## src/rtl/core/pshs_pkg.sv

```systemverilog
package pshs_pkg;

    localparam int KEY_W = 31;
    localparam int CNT_W = 10;
    localparam logic [31:0] HASH_SEED = 32'hdeadbeef;

    typedef enum logic [1:0] {
        KIND_QUERY = 2'd0,
        KIND_ADD   = 2'd1,
        KIND_CLEAR = 2'd2,
        KIND_NONE  = 2'd3
    } t_kind;

    typedef enum logic [2:0] {
        STAT_NOT_FOUND = 3'd0,
        STAT_FOUND     = 3'd1,
        STAT_INSERTED  = 3'd2,
        STAT_PRESENT   = 3'd3,
        STAT_FULL_DONE = 3'd4
    } t_status;

    typedef enum logic [1:0] {
        OP_QUERY = 2'd0,
        OP_ADD   = 2'd1,
        OP_CLEAR = 2'd2,
        OP_NOP   = 2'd3
    } t_op;

    typedef enum logic [2:0] {
        ST_SWEEP,
        ST_IDLE,
        ST_HASH,
        ST_READ,
        ST_CHECK,
        ST_DONE
    } t_state;

    typedef struct packed {
        logic [1:0]       kind;
        logic [KEY_W-1:0] left_key;
        logic [KEY_W-1:0] right_key;
    } t_in_item;

    typedef struct packed {
        logic [2:0]       status;
        logic [CNT_W-1:0] entry_count;
    } t_out_item;

    typedef struct packed {
        t_op              op;
        logic [KEY_W-1:0] left_key;
        logic [KEY_W-1:0] right_key;
    } t_cmd;

    typedef struct packed {
        logic             used;
        logic [KEY_W-1:0] left_key;
        logic [KEY_W-1:0] right_key;
    } t_slot;

    function automatic logic [31:0] mix_step(input logic [31:0] t, input logic [31:0] s,
                                             input int k);
        logic [31:0] rot;
        rot = (s << k) | (s >> (32 - k));
        return (t ^ s) - rot;
    endfunction

endpackage

```

## src/rtl/core/pshs_front.sv

```systemverilog
module pshs_front (
    input  logic              i_clk,
    input  logic              i_rst_n,
    input  logic              i_valid,
    output logic              o_stall,
    input  pshs_pkg::t_in_item i_item,
    output logic              o_cmd_valid,
    input  logic              i_cmd_ready,
    output pshs_pkg::t_cmd    o_cmd
);

    pshs_pkg::t_cmd r_q [2];
    logic           r_wp;
    logic           r_rp;
    logic [1:0]     r_cnt;
    pshs_pkg::t_cmd n_cmd;
    logic           push;
    logic           pop;

    always_comb begin
        n_cmd.left_key  = i_item.left_key;
        n_cmd.right_key = i_item.right_key;
        case (i_item.kind)
            pshs_pkg::KIND_QUERY: n_cmd.op = pshs_pkg::OP_QUERY;
            pshs_pkg::KIND_ADD:   n_cmd.op = pshs_pkg::OP_ADD;
            pshs_pkg::KIND_CLEAR: n_cmd.op = pshs_pkg::OP_CLEAR;
            default:              n_cmd.op = pshs_pkg::OP_NOP;
        endcase
    end

    assign o_stall     = (r_cnt == 2'd2);
    assign o_cmd_valid = (r_cnt != 2'd0);
    assign o_cmd       = r_q[r_rp];
    assign push        = i_valid && !o_stall;
    assign pop         = o_cmd_valid && i_cmd_ready;

    always_ff @(posedge i_clk) begin
        if (push) begin
            r_q[r_wp] <= n_cmd;
        end
        if (!i_rst_n) begin
            r_wp  <= 1'b0;
            r_rp  <= 1'b0;
            r_cnt <= 2'd0;
        end else begin
            if (push) begin
                r_wp <= ~r_wp;
            end
            if (pop) begin
                r_rp <= ~r_rp;
            end
            r_cnt <= r_cnt + {1'b0, push} - {1'b0, pop};
        end
    end

endmodule

```

## config.mk

```make
export PLATFORM = sky130hd
export DESIGN_NAME = pshs_front
export DESIGN_NICKNAME = d
export VERILOG_FILES = /design/src/rtl/core/pshs_pkg.sv /design/src/rtl/core/pshs_front.sv
export SDC_FILE = /design/constraint.sdc
export NUM_CORES = 1
export LEC_CHECK = 0
export BUFFER_PORTS_ARGS = -buffer_cell sky130_fd_sc_hd__buf_2
export CORE_UTILIZATION = 49
export DETAILED_ROUTE_END_ITERATION = 8
export PLACE_DENSITY = 0.8
export SLEW_MARGIN = 20
export SYNTH_ARGS = -nofsm -noshare
export SYNTH_HDL_FRONTEND = slang
export SYNTH_SLANG_ARGS = --single-unit
```

## constraint.sdc

```tcl
create_clock -name i_clk -period 6 [get_ports i_clk]
set_clock_uncertainty 0.15 [all_clocks]
set_input_delay 0.9 -clock i_clk [delete_from_list [all_inputs] [get_ports i_clk]]
set_output_delay 0.9 -clock i_clk [all_outputs]
set_load 0.01 [all_outputs]
```

==> results.ini <==
[status]
status = finished, final reports clean

[cts]
numCtsBuffers = 17
cts_resized = 0
htree_levels = 4
cts_hold_buf = 0
cts_tree = yes
clk_latency_ps = 490
path_clk_slew_ps = 60
root_buffer = clkbuf_8
cts.path.max_buffers = 2
post_cts_buffers = 0
cts.sinks = 133

[synthesis]
yosysTopAreaCell = edfxtp_1
yosysWarnings = 0
synth_top_cell_area_share_pct = 74.42
synth_area_um2 = 5165
yosys_most_used_dff = edfxtp_1
synthTopCellsByCount = edfxtp_1, mux2_4, buf_12, dfxtp_1
synth_fp_nets = 298
synth_most_common_cell = edfxtp_1
yosysUniqueCellTypes = 20
synthArstFlopShare_pct = 0
yosys-top-cells-area = edfxtp_1, mux2_4, buf_12
ys_ff_latch = 133
synth_edf_count = 128
synth.avg_cell_area_um2 = 22.65
synthCells = 228
yosysSeqAreaShare_pct = 76.36

[final_layout]
final_nets = 444
fillers = 759
finalNonFillerCells = 522
fin_area_um2 = 6575
antennaDiodeCount = 0
area_delta_synth_final_pct = 27.30
drive_above_1_share_pct = 60.36

[routing]
num_vias = 2479
drc = 0
via_per_inst = 4.749
wl_um = 8122
ant_nets = 0
drt-initial-drc-count = 101
post_drt_wl_per_cell_um = 15.56
drt-pass1-iter-count = 4

[placed_design]
io_buffers = 133
gp_congestion = 0.7024
hpwl_um = 5142
dpl_worst_slack_ps = 3339
dp_cells = 491
place_area_um2 = 5926

[timing]
setup_violations = 0
fmax_mhz = 318.0
setup-tns-final_ps = 0
hold_ws_ps = 379.4
slew_viol_final = 0
rsz0062_at_grt = false
worst_pin_slew_ps = 874.0
fin_crit_sh_pct = 52.41
setup_ws_ps = 2855
finalCriticalPeriod_ps = 3145
maxSlewHeadroom_pct = 41.74
hold_violations = 0

[pwr]
netSwitchingFraction_pct = 24.90
p_clk_share_pct = 35.5
p_seq_share_pct = 40.3
pwr-share-comb_pct = 24.3
irDropWorstVdd_v = 0.0002763
internal-power_mw = 2.373
leakagePower_nw = 2.628
p_switching_mw = 0.7870
pwr_density_cell_nw_per_um2 = 480.7

[floorplan]
initial_core_util_pct = 50.26
core_um2 = 10280
die_height_um = 104.7
die_w_um = 104.7
pin_count = 134
die-area_um2 = 10960
fp-row-count = 37

[global_route]
antenna_found_initial = 0
first_global_vias = 2606
grt_max_degree = 65
grt_usage_pct = 15.47
grt_pass1_wl_um = 12520
gr-total-overflow = 0

[job]
maxCapViolCount = 0

[worst_setup_path]
worstPathArrival_ps = 2090
start_kind = flop
worstPathMaxFanout = 24
worst-setup-path-type = reg2out
critPathCaptureType = primary output
cp.required_ps = 4950

[worst_hold_path]
hold_class = reg2reg

-- flip-flops by register name, indices dropped and copies added, names as in the netlist, named ones only --
name   count
r_rp       1
r_wp       1
r_cnt      2
r_q      128
-- layer usage --
metal	GRT usage (%)	wire length [um]	vias up
met5	0	0	-
met4	5.231	60	0
met3	6.176	454	5
met2	27.15	4395	77
met1	17.03	3213	1212
li1	-	-	1185
-- stage by stage --
step           power, mW  utilization, %
6_report           3.160           63.98
3_5_place_dp       2.072           57.66
2_1_floorplan      1.866               -
3_3_place_gp       2.041           57.27
5_1_grt            3.289           63.98
4_1_cts            3.201           63.98
-- layout by cell type (no fill, tap or decap), types with 2 or more instances in the layout --
master | synthesis | layout
and2_1 | 2 | 2
buf_12 | 6 | 2
buf_2 | 0 | 133
bufinv_16 | 0 | 6
clkbuf_1 | 2 | 2
clkbuf_16 | 0 | 16
clkinv_4 | 0 | 3
dfxtp_1 | 5 | 4
edfxtp_1 | 128 | 128
ha_1 | 2 | 2
inv_1 | 3 | 3
mux2_2 | 4 | 4
mux2_4 | 60 | 60
nand2_1 | 2 | 2
nand2b_1 | 2 | 2
nor2_1 | 4 | 3
-- worst max-delay path, stage by stage, from the launching register on --
cell and delay, ps:
dfxtp_4 590, buf_12 260, buf_12 240, mux2_2 360
buf_2 140
-- power groups by stage --
stage               clock network, mW  logic, mW  registers, mW
floorplan                           0      0.608           1.26
global placement                    0      0.699           1.34
detailed placement                  0      0.779           1.29
CTS                              1.14      0.782           1.28
global route                     1.18      0.822           1.29
finish                           1.12      0.767           1.27
-- cell families after synthesis --
kind of cell / after synthesis / share of synthesized area (%)
buffers and inverters: 12 / 2.907
multiplexers: 65 / 18.51
AO/OA/AOI/OAI: 1 / 0.1454
adder cells (fa/ha/maj): 2 / 0.4844
AND/OR/NAND/NOR: 13 / 1.260
flip-flops: 133 / 76.36
XOR/XNOR: 2 / 0.3392
-- worst paths after layout --
| check | from | end | slack [ps] | cells after the start |
|---|---|---|---|---|
| worst max-delay path | flop | o_cmd[0] | 2860 | 4 |
| worst min-delay path | r_rp$_SDFFE_PN0P_ | flop | 380 | 2 |
| worst max register to register | r_cnt[0]$_SDFF_PN0_ | r_q[0][33]$_DFFE_PP_ | 3980 | 4 |
| worst min register to register | r_rp$_SDFFE_PN0P_ | flop | 380 | 2 |
-- area by class of cell --
cell class	count	area, um^2	area share, %
multi-input cells	83	1084	16.48
clock inverters	12	227.7	3.463
well taps	136	170.2	2.588
inverters	3	11.26	0.1713
repair buffers	136	713.2	10.85
clock buffers	19	421.7	6.413
flip-flops and latches	133	3948	60.04
(Power assumes the default switching activity.)
